<file path="src/rtl/wsp_queue.sv">
// wsp_queue: small first-in first-out queue between front and back
// depends on nothing; DEPTH must be a power of two
module wsp_queue #(
  parameter int WIDTH = 27,
  parameter int DEPTH = 4
) (
  input  logic             clk,
  input  logic             rst_n,
  input  logic             push,
  input  logic [WIDTH-1:0] push_data,
  output logic             full,
  input  logic             pop,
  output logic [WIDTH-1:0] pop_data,
  output logic             not_empty
);

  localparam int AW = $clog2(DEPTH);
  localparam int CW = $clog2(DEPTH + 1);

  logic [WIDTH-1:0] slot_r [DEPTH];
  logic [AW-1:0]    wr_ptr_r, rd_ptr_r;
  logic [CW-1:0]    count_r, count_nxt;

  assign full      = (count_r == CW'(DEPTH));
  assign not_empty = (count_r != '0);
  assign pop_data  = slot_r[rd_ptr_r];

  // occupancy
  always_comb begin
    count_nxt = count_r;
    if (push && !pop) begin
      count_nxt = count_r + CW'(1);
    end else if (pop && !push) begin
      count_nxt = count_r - CW'(1);
    end
  end

  always_ff @(posedge clk) begin
    if (!rst_n) begin
      count_r  <= '0;
      wr_ptr_r <= '0;
      rd_ptr_r <= '0;
    end else begin
      count_r <= count_nxt;
      if (push) begin
        wr_ptr_r <= wr_ptr_r + AW'(1);
      end
      if (pop) begin
        rd_ptr_r <= rd_ptr_r + AW'(1);
      end
    end
  end

  // storage
  always_ff @(posedge clk) begin
    if (push) begin
      slot_r[wr_ptr_r] <= push_data;
    end
  end

endmodule

</file>
<file path="config.mk">
export PLATFORM = sky130hd
export DESIGN_NAME = wsp_queue
export DESIGN_NICKNAME = d
export VERILOG_FILES = /design/src/rtl/wsp_queue.sv
export SDC_FILE = /design/constraint.sdc
export NUM_CORES = 1
export LEC_CHECK = 0
export BUFFER_PORTS_ARGS = -buffer_cell sky130_fd_sc_hd__buf_2
export CORE_MARGIN = 8
export CORE_UTILIZATION = 50
export DETAILED_ROUTE_END_ITERATION = 7
export PLACE_DENSITY_LB_ADDON = 0.1
export REMOVE_ABC_BUFFERS = 1
export SETUP_SLACK_MARGIN = 0.15
export SLEW_MARGIN = 20
export SYNTH_ARGS = -nofsm -noshare
export SYNTH_HDL_FRONTEND = slang
export SYNTH_SLANG_ARGS = --single-unit
</file>
<file path="constraint.sdc">
create_clock -name clk -period 3.1 [get_ports clk]
set_input_delay 0.31 -clock clk [delete_from_list [all_inputs] [get_ports clk]]
set_output_delay 0.31 -clock clk [all_outputs]
set_load 0.005 [all_outputs]
</file>
==> flow_summary_export.csv <==
group,metric,value,unit
sta,setup_slack,0.595,ns
finish,drive_gt1_frac,0.404,
power_and_ir_drop,swShare,0.207,
sta,finalMaxSlewViolations,0,
yosys,ys_seq_elements,117,
die,die_h,110,um
yosys,yosysTopAreaCell,"edfxtp_1",
clocking,clockBufferDepth,2,
detailed_routing,dr.pass1.iters,4,
clocking,cts_root_buf,"clkbuf_8",
job,drv_cap,0,
yosys,syn_inst,184,
power_and_ir_drop,design_power_total,4.04,mW
power_and_ir_drop,switchingPower,0.835,mW
sta,hold_slack,0.0260,ns
grt,antenna_found_initial,0,
clocking,clk_pin_slew,0.06,ns
setup_path,critPathRequiredTime,2.79,ns
detailed_routing,viasPerCell,5.14,
die,die_w,110,um
detailed_routing,avgRoutedWirePerCell,18.9,um
power_and_ir_drop,p_clk_frac,0.463,
sta,finClkSkew,0.0110,ns
detailed_routing,ant_nets,0,
sta,tns,0,ns
power_and_ir_drop,intPower,3.20,mW
power_and_ir_drop,power.share.combinational,0.080,
grt,grt.overflow.total,0,
yosys,synth_edf_count,108,
detailed_routing,drt_iter0_drc,63,
power_and_ir_drop,p_leak,1.95,nW
grt,grt.total_usage,0.137,
placement,globalplace.congestion,0.673,
finish,final_nets,309,
die,io_pins,60,
yosys,yosysSeqAreaShare,0.780,
sta,hold_viol_final,0,
detailed_routing,num_vias,2021,
yosys,ys.flop_type,"edfxtp_1",
grt,grt_pass1_vias,2245,
yosys,synth_top_area_share,0.739,
yosys,yosys_warnings,0,
yosys,synth_cell_types,20,
hold_path,hp-class,"in2reg",
setup_path,crit_arrival,2.19,ns
yosys,async_flop_share,0,
grt,grt_pass1_wl,11600,um
clocking,cts_tree,"done",
sta,max-slew-margin-rel,0.501,
finish,final_util,0.635,
sta,min_period,2.50,ns
die,placementRows,34,
placement,dp_hpwl,4600,um
clocking,cts_htree_levels,4,
setup_path,critical_path_peak_fanout,14,
yosys,synth.avg_cell_area,23.9,um^2
finish,nFillCells,614,
die,die_area,12000,um^2
yosys,synth_area,4390,um^2
grt,grt_max_degree,28,
yosys,synth_area_leaders,"edfxtp_1 (74%), mux4_2 (10%), mux4_1 (4.2%)",
clocking,cts_made_buffers,17,
setup_path,start_kind,"flip-flop",
placement,dp_slack,1.05,ns
status,status,"complete, no violations",
sta,min_period_over_period,0.808,
detailed_routing,drcViolationCount,0,
setup_path,endpoint_kind,"output port",
sta,fmax,0.399,GHz
placement,port_buffers,59,
sta,tightestPinTransition,0.748,ns
power_and_ir_drop,powerDensity,736,nW/um^2
sta,final-setup-viol-count,0,
sta,rsz0062_at_grt,"no",
die,initial_core_util,0.508,
setup_path,worst-setup-path-type,"reg2out",
die,coreArea,8640,um^2
power_and_ir_drop,ir_drop,0.492,mV
clocking,cts_sinks,117,
detailed_routing,wl,7430,um
finish,area_delta_synth_final,24.9,%
power_and_ir_drop,seqPwrFrac,0.457,
finish,n_antenna_cell,0,
clocking,clk_latency,0.50,ns
==> flip-flops by register name (all words and copies together), names as in the netlist, named ones only <==
register,count
rd_ptr_r,2
count_r,3
wr_ptr_r,2
slot_r,108
==> final cells by class <==
cell class | count | area [um^2] | share of cell area
Timing Repair Buffer | 75 | 443 | 0.0807
Multi-Input combinational cell | 57 | 888 | 0.162
Sequential cell | 117 | 3420 | 0.624
Clock inverter | 13 | 158 | 0.0287
Inverter | 4 | 15.0 | 0.00274
Clock buffer | 19 | 422 | 0.0769
Tap cell | 108 | 135 | 0.0246
==> cells in the final DEF, fill, tap and decap left out, types with 3 or more instances in the layout <==
cell type and n:
edfxtp_1 108, dfxtp_1 8, mux4_2 20, clkinv_4 3, inv_1 4, xor2_1 3, dlygate4sd3_1 11, mux4_1 7
buf_4 5, ha_1 5, bufinv_16 3, buf_2 59, clkbuf_16 16, and2_1 7
==> power groups by stage <==
| stage | logic, mW | clock network, mW | registers (mW) |
|---|---|---|---|
| 6_report | 0.321 | 1.87 | 1.85 |
| 2_1_floorplan | 0.162 | 0 | 1.88 |
| 3_3_place_gp | 0.316 | 0 | 1.88 |
| 5_1_grt | 0.355 | 1.98 | 1.85 |
| 3_5_place_dp | 0.322 | 0 | 1.88 |
| 4_1_cts | 0.333 | 1.90 | 1.85 |
==> layer usage <==
layer  GRT usage  vias to the layer above  wire (um)
li1            -                      942          -
met1       0.147                     1023       2950
met5           0                        -          0
met2       0.234                       48       4000
met3      0.0469                        8        379
met4      0.0752                        0         96
==> through the flow <==
step | area, um^2 | cells
2_1_floorplan | 4320 | 178
5_1_grt | 5490 | 393
3_3_place_gp | 4800 | 350
4_1_cts | 5490 | 393
6_report | 5490 | 393
3_5_place_dp | 4800 | 350
==> logic make-up (layout without fill, tap and decap cells) <==
logic type	count (synthesis)	after routing	synth area share
simple gates	15	15	0.0211
flops	117	117	0.780
xor+xnor	5	5	0.00998
buf+inv	10	111	0.0185
mux	29	29	0.149
fa+ha+maj	6	6	0.0188
compound gates	2	2	0.00285
==> what timing repair did <==
action | in CTS | in global routing
resized for setup | 0 | 0
endpoints found under the hold margin | 36 | 0
hold buffers | 11 | 0
setup buffers | 0 | 0
==> synth_stat cells, types with 3 or more instances <==
cell      number
edfxtp_1     108
mux4_2        20
and2_1         9
dfxtp_1        9
mux4_1         7
ha_1           5
inv_1          4
buf_2          3
xor2_1         3
==> path summary, 6_finish.rpt <==
| check | from | to | slack [ns] | depth (start not counted) |
|---|---|---|---|---|
| worst min-delay path | push_data[17] | slot_r[0][17]$_DFFE_PP_ | 0.03 | 1 |
| worst max register to register | wr_ptr_r[0]$_SDFFE_PN0P_ | slot_r[3][7]$_DFFE_PP_ | 1.52 | 2 |
| worst min register to register | count_r[2]$_SDFFE_PN0P_ | count_r[2]$_SDFFE_PN0P_ | 0.50 | 2 |
| worst max-delay path | flip-flop | pop_data[22] | 0.60 | 3 |
==> critical path, cell delays in order, from the launching register on <==
cell     delay (ns)
dfxtp_2        0.61
buf_4          0.31
mux4_1         0.61
buf_2          0.15
Note: power is estimated with default switching activity, not from simulation.
