### src/rtl/wsp_pkg.sv
// wsp_pkg: shared types and constants of the wheel sync pid drive block
// no dependencies; every other file but wsp_queue refers to it by scoped names
package wsp_pkg;

  // configuration register indexes
  typedef enum logic [1:0] {
    REG_BASE_PWM    = 2'd0,
    REG_START_DIST  = 2'd1,
    REG_FINISH_DIST = 2'd2,
    REG_INT_PERIOD  = 2'd3
  } wsp_reg_t;

  localparam int CFG_IDX_W  = 2;
  localparam int CFG_DATA_W = 23;

  localparam int SONAR_W  = 16;
  localparam int PWM_W    = 8;
  localparam int START_W  = 8;
  localparam int TARGET_W = 23;
  localparam int PERIOD_W = 4;
  localparam int DRIVE_W  = 28;
  localparam int SUM_W    = 32;

  // reset values of the configuration registers
  localparam logic signed [PWM_W-1:0] BASE_PWM_RST    = 8'sd0;
  localparam logic [START_W-1:0]      START_DIST_RST  = 8'd5;
  localparam logic [TARGET_W-1:0]     FINISH_DIST_RST = 23'd2800;
  localparam logic [PERIOD_W-1:0]     INT_PERIOD_RST  = 4'd10;

  // run distance scale 0.87266 as signed q1.16
  localparam int DIST_SHIFT = 16;
  localparam logic signed [DIST_SHIFT:0] DIST_SCALE = 17'sd57190;

  // divide by 20: drop two bits, then multiply by ceil(2^34/5) and keep bits from 34 up
  localparam int DIV_IN_W  = SUM_W - 2;
  localparam int DIV_K_W   = 32;
  localparam logic [DIV_K_W-1:0] DIV5_RECIP = 32'hCCCC_CCCD;
  localparam int DIV_SHIFT = 34;
  localparam int IMAG_W    = 28;

  // depth of the queue between front and back
  localparam int QDEPTH = 4;

  // per-beat classification carried from front to back
  typedef struct packed {
    logic run;   // latch armed and no arming reading: pid runs
    logic fin;   // run distance reached the target
  } wsp_ctl_t;

  // configuration register file contents
  typedef struct packed {
    logic signed [PWM_W-1:0] base_pwm;
    logic [START_W-1:0]      start_distance;
    logic [TARGET_W-1:0]     finish_dist;
    logic [PERIOD_W-1:0]     integral_period;
  } wsp_cfg_t;

endpackage

### src/rtl/wsp_front.sv
// wsp_front: accepts input beats, keeps the start latch, classifies each beat
// and works out the wheel difference and the finish flag; depends on wsp_pkg
module wsp_front #(
  parameter int COUNT_BITS = 24
) (
  input  logic                                clk,
  input  logic                                rst_n,
  input  logic                                in_valid,
  output logic                                in_ready,
  input  logic signed [wsp_pkg::SONAR_W-1:0]  in_sonar_distance,
  input  logic signed [COUNT_BITS-1:0]        in_left_count,
  input  logic signed [COUNT_BITS-1:0]        in_right_count,
  input  wsp_pkg::wsp_cfg_t                   cfg,
  output logic                                q_push,
  output wsp_pkg::wsp_ctl_t                   q_ctl,
  output logic signed [COUNT_BITS:0]          q_diff,
  input  logic                                q_full
);

  localparam int DW = COUNT_BITS + 1;
  localparam int PW = COUNT_BITS + wsp_pkg::DIST_SHIFT;
  localparam int RW = ((COUNT_BITS > wsp_pkg::TARGET_W) ? COUNT_BITS
                                                        : wsp_pkg::TARGET_W) + 1;

  logic                         start_latch_r;
  logic                         f1_v_r, f1_run_r;
  logic signed [DW-1:0]         f1_diff_r;
  logic signed [COUNT_BITS-1:0] f1_avg_r;
  logic                         f2_v_r, f2_run_r;
  logic signed [DW-1:0]         f2_diff_r;
  logic signed [PW-1:0]         f2_prod_r;

  logic                         accept, arm, f1_en, f2_en;
  logic [wsp_pkg::SONAR_W-2:0]  start_x;
  logic signed [DW-1:0]         diff, lr_sum, lr_adj;
  logic signed [PW-1:0]         prod, prod_adj;
  logic signed [COUNT_BITS-1:0] travel_dist;
  logic signed [RW-1:0]         run_x, target_x;

  // stage enables, stalling back from the queue
  assign f2_en    = !f2_v_r || !q_full;
  assign f1_en    = !f1_v_r || f2_en;
  assign in_ready = f1_en;
  assign accept   = in_valid && in_ready;

  // a non-negative reading below start_distance arms the latch
  assign start_x = (wsp_pkg::SONAR_W-1)'(cfg.start_distance);
  assign arm     = !in_sonar_distance[wsp_pkg::SONAR_W-1] &&
                   (in_sonar_distance[wsp_pkg::SONAR_W-2:0] < start_x);

  // difference and average of the counts, average rounds toward zero
  assign diff   = DW'(in_right_count) - DW'(in_left_count);
  assign lr_sum = DW'(in_left_count) + DW'(in_right_count);
  assign lr_adj = lr_sum + DW'(lr_sum[DW-1]);

  always_ff @(posedge clk) begin
    if (!rst_n) begin
      start_latch_r <= 1'b0;
    end else if (accept && arm) begin
      start_latch_r <= 1'b1;
    end
  end

  // stage 1: classified beat
  always_ff @(posedge clk) begin
    if (!rst_n) begin
      f1_v_r <= 1'b0;
    end else if (f1_en) begin
      f1_v_r <= accept;
    end
  end

  always_ff @(posedge clk) begin
    if (f1_en) begin
      f1_run_r  <= start_latch_r && !arm;
      f1_diff_r <= diff;
      f1_avg_r  <= lr_adj[DW-1:1];
    end
  end

  // stage 2: scaled run distance product
  assign prod = f1_avg_r * wsp_pkg::DIST_SCALE;

  always_ff @(posedge clk) begin
    if (!rst_n) begin
      f2_v_r <= 1'b0;
    end else if (f2_en) begin
      f2_v_r <= f1_v_r;
    end
  end

  always_ff @(posedge clk) begin
    if (f2_en) begin
      f2_run_r  <= f1_run_r;
      f2_diff_r <= f1_diff_r;
      f2_prod_r <= prod;
    end
  end

  // run distance rounds toward zero, then compare against the target
  assign prod_adj = f2_prod_r + (f2_prod_r[PW-1] ? PW'((1 << wsp_pkg::DIST_SHIFT) - 1)
                                                 : PW'(0));
  assign travel_dist = prod_adj[PW-1:wsp_pkg::DIST_SHIFT];
  assign run_x       = RW'(travel_dist);
  assign target_x    = signed'(RW'(cfg.finish_dist));

  assign q_push    = f2_v_r && !q_full;
  assign q_ctl.run = f2_run_r;
  assign q_ctl.fin = f2_run_r && (run_x >= target_x);
  assign q_diff    = f2_diff_r;

endmodule

### config.mk
export PLATFORM = sky130hd
export DESIGN_NAME = wsp_front
export DESIGN_NICKNAME = d
export VERILOG_FILES = /design/src/rtl/wsp_pkg.sv /design/src/rtl/wsp_front.sv
export SDC_FILE = /design/constraint.sdc
export NUM_CORES = 1
export LEC_CHECK = 0
export BUFFER_PORTS_ARGS = -buffer_cell sky130_fd_sc_hd__buf_2
export CAP_MARGIN = 25
export CORE_MARGIN = 5
export CORE_UTILIZATION = 63
export DETAILED_ROUTE_END_ITERATION = 7
export PLACE_DENSITY = 0.83
export SLEW_MARGIN = 30
export SYNTH_ARGS = -nofsm -noshare
export SYNTH_HDL_FRONTEND = slang
export SYNTH_SLANG_ARGS = --single-unit
### constraint.sdc
create_clock -name clk -period 8 [get_ports clk]
set_input_delay 1.2 -clock clk [delete_from_list [all_inputs] [get_ports clk]]
set_output_delay 1.2 -clock clk [all_outputs]
set_load 0.05 [all_outputs]
==> run metrics <==
share of cells above drive strength 1 11.7%; Setup Fix Bufs, Post-CTS 0; Max H-tree Level 4; fin. max-slew vios 0; crit-path most repeated cell fa_1; netlist area before placement 0.0166 sq mm; parity-gate share of the synthesized area counting xor and xnor cells 7.37%; number of buffers added by the clock tree synthesis step 17; vias after detailed routing 11,865; worst reg-to-reg path cell count 21; Avg Vias per Cell 5.64; total buffers and inverters traversed by the critical path 4; leading cell type in the layout, fill and taps excluded inv_1; startpoint type of the worst setup path register; path category of the worst min-delay check register to register; post-synthesis net count 2,181; beginning of the worst hold path f1_diff_r[24]; total congestion overflow after global routing 0; longest individual stage delay on the worst path 0.88 ns; mean instance size in the synthesized netlist 10.2 sq um; Setup Total Neg Slack 0 ns; slack of the worst reg-to-reg path 1.06 ns; layout-stage area growth over the synthesis result 9.20%; routed wirelength normalized by instance count 16.8 um; Clock Pin Slew Worst Setup and Hold Paths 0.06 ns; Post-Synth Adder-Cell Area 42.0%; CTS resizes 0; Yosys cell types 93; number of instances in the placed design 2,072; final instance area 0.0182 sq mm; fmax 0.144 GHz; Final Net Count 2,304; destination of the worst hold path q_diff[24]; slowest cell on the critical path a2111oi_0; port bufs 127; Routed WL 35,300 um; post-synthesis simple-gate area fraction 9.94%; RSZ-0062 raised after global routing false; Gate Count Post-Synth 1,633; number of flops mapped to enable cells by yosys 115; critical-path maximum fanout 7; terminus of the critical flop-to-flop path f2_prod_r[31]; antenna cells 0; result of the run complete, no violations; number of antenna violations at the first check in global routing 0; horizontal die dimension 172 um; multiplexer share of the synthesized area 0.150%; setup ws final 1.06 ns; Die Area 0.0297 sq mm; critical path start-end classification register to register; dominant delay contributor by cell family on the critical path adder cells; CTS tree yes; vertical die dimension 172 um; minimum period implied by the final worst setup slack 6.94 ns; routability congestion estimate from global placement 0.903; first-pass GRT wire length 59,000 um; row cnt 59; post-place instance area 0.0176 sq mm; total global routing track utilization 24.8%; initial cell density of the core 63.8%; pin count of the biggest net entering global routing 53; Root Driver clkbuf_16; number of standard cells in the final layout excluding fillers 2,104; estimated wirelength of the detail-placed design 28,700 um; standard cell core area 0.0261 sq mm; commonest cells after routing, fill and taps aside 333 x inv_1, 240 x ha_1, 197 x fa_1, 127 x buf_2, 115 x edfxtp_1; type of destination of the critical path register; number of buffers between clock root and the deepest sink 2; Post-CTS Hold Buffers 0; CP Data Arrival Time 7.12 ns; number of global-route vias before repair 12,573; async set-or-reset flop fraction in the synthesized netlist 0%; flip-flop and latch count after synthesis 118; Worst R2R Start f1_avg_r[5]; Crit path required time 8.18 ns; series of cell instances along the critical path fa_1 -> fa_1 -> inv_1 -> fa_1 -> inv_1 -> fa_1 -> fa_1 -> inv_1 -> fa_1 -> inv_1 -> ha_1 -> and3_1 -> nand2_1 -> nor2_1 -> nand4_1 -> a2111oi_0 -> o31ai_1 -> a21oi_1 -> o21a_1 -> nor2_1 -> xnor2_1; endpoints failing hold 0; Primary FF master, synth edfxtp_1; cell count of the worst hold path 0; slew at the pin closest to its max-slew limit 0.969 ns; DR iter-0 viols 522; normalized max-slew margin 33.7%; number of detailed-routing iterations run before antenna repair 5; Setup Viol. Count Final 0; clock sinks 118; count of fill cells added during filler insertion 1,875; remaining antenna violation count 0; part of the Yosys area used for sequential elements 21.1%; count of maximum capacitance violations 0; Clock Latency Late Sink 0.44 ns; Synth warnings 0; post-synthesis compound-gate area fraction 11.1%; final setup skew 0.0142 ns; worst slack, placed 1.18 ns; I/O pins 140; final worst path period share 86.7%; DRC errors left 0; main combinational cell family by area after synthesis adder cells
==> state kept, by name, indices dropped and copies added, names as in the netlist <==
name	cells
f1_v_r	1
f1_avg_r	24
f2_v_r	1
f1_run_r	1
f1_diff_r	25
q_diff	25
f2_run_r	1
f2_prod_r	39
start_latch_r	1
==> layout make-up <==
class | count | area (sq um) | area share (%)
repair buffers | 130 | 658 | 3.62
inverters | 337 | 1260 | 6.97
clock buffers | 17 | 425 | 2.34
well taps | 335 | 419 | 2.31
flip-flops and latches | 118 | 3510 | 19.3
multi-input cells | 1152 | 11700 | 64.6
clock inverters | 15 | 143 | 0.785
==> cell families (layout without fill, tap and decap cells) <==
group                    after synthesis  after routing
multiplexers                           2              2
flip-flops                           118            118
AND/OR/NAND/NOR                      305            305
adder cells (fa/ha/maj)              440            440
buffers and inverters                363            499
AO/OA/AOI/OAI                        266            266
XOR/XNOR                             139            139
==> cell usage after synthesis, types with 7 or more instances <==
cell / number / area (sq um)
a21oi_1: 69 / 345
a211oi_1: 10 / 75.1
or2_2: 8 / 50.1
o21ai_0: 41 / 205
nor3_1: 29 / 145
nand3_1: 27 / 135
xor2_1: 55 / 482
nand2b_1: 23 / 144
fa_1: 197 / 3940
a31oi_1: 7 / 43.8
inv_1: 333 / 1250
nor2_1: 66 / 248
nor4_1: 10 / 62.6
clkbuf_1: 17 / 63.8
and3_1: 9 / 56.3
edfxtp_1: 115 / 3450
ha_1: 240 / 3000
nor2b_1: 18 / 113
o21bai_1: 9 / 67.6
xnor2_1: 83 / 727
o31ai_1: 7 / 52.6
o21a_1: 8 / 60.1
nand4_1: 15 / 93.8
nand2_1: 58 / 218
a21o_1: 48 / 360
==> metal layers <==
layer / up-vias / wire (um) / global-route usage, %
met5: - / 0 / 0
met4: 0 / 923 / 7.83
met3: 78 / 1840 / 3.73
met2: 355 / 17600 / 43.7
met1: 5716 / 14900 / 31.6
li1: 5716 / - / -
==> per-stage QoR <==
| stage | hold slack (ns) | util [%] |
|---|---|---|
| floorplan | 0.400 | - |
| global placement | 0.401 | 67.5 |
| detailed placement | 0.405 | 67.5 |
| CTS | 0.421 | 69.7 |
| global route | 0.434 | 69.7 |
| finish | 0.419 | 69.7 |
==> how the worst max path moves through the flow <==
stage,start,to,cells past startpoint
2_1_floorplan,f1_avg_r[23],f2_prod_r[39],21
3_3_place_gp,f1_avg_r[7],f2_prod_r[38],21
3_5_place_dp,f1_avg_r[5],f2_prod_r[31],21
4_1_cts,f1_avg_r[5],f2_prod_r[31],21
5_1_grt,f1_avg_r[7],f2_prod_r[36],21
6_report,f1_avg_r[5],f2_prod_r[31],21
==> worst register-to-register path, delay by kind of cell (launching register included) <==
family,cells,cell delay (ns)
compound gates,4,1.58
flops,1,0.59
buf+inv,4,0.21
fa+ha+maj,7,3.53
xor+xnor,1,0.12
simple gates,5,0.66
Power is not shown: default switching activity piles up to over one toggle a cycle in this logic, so the estimate is an artifact.
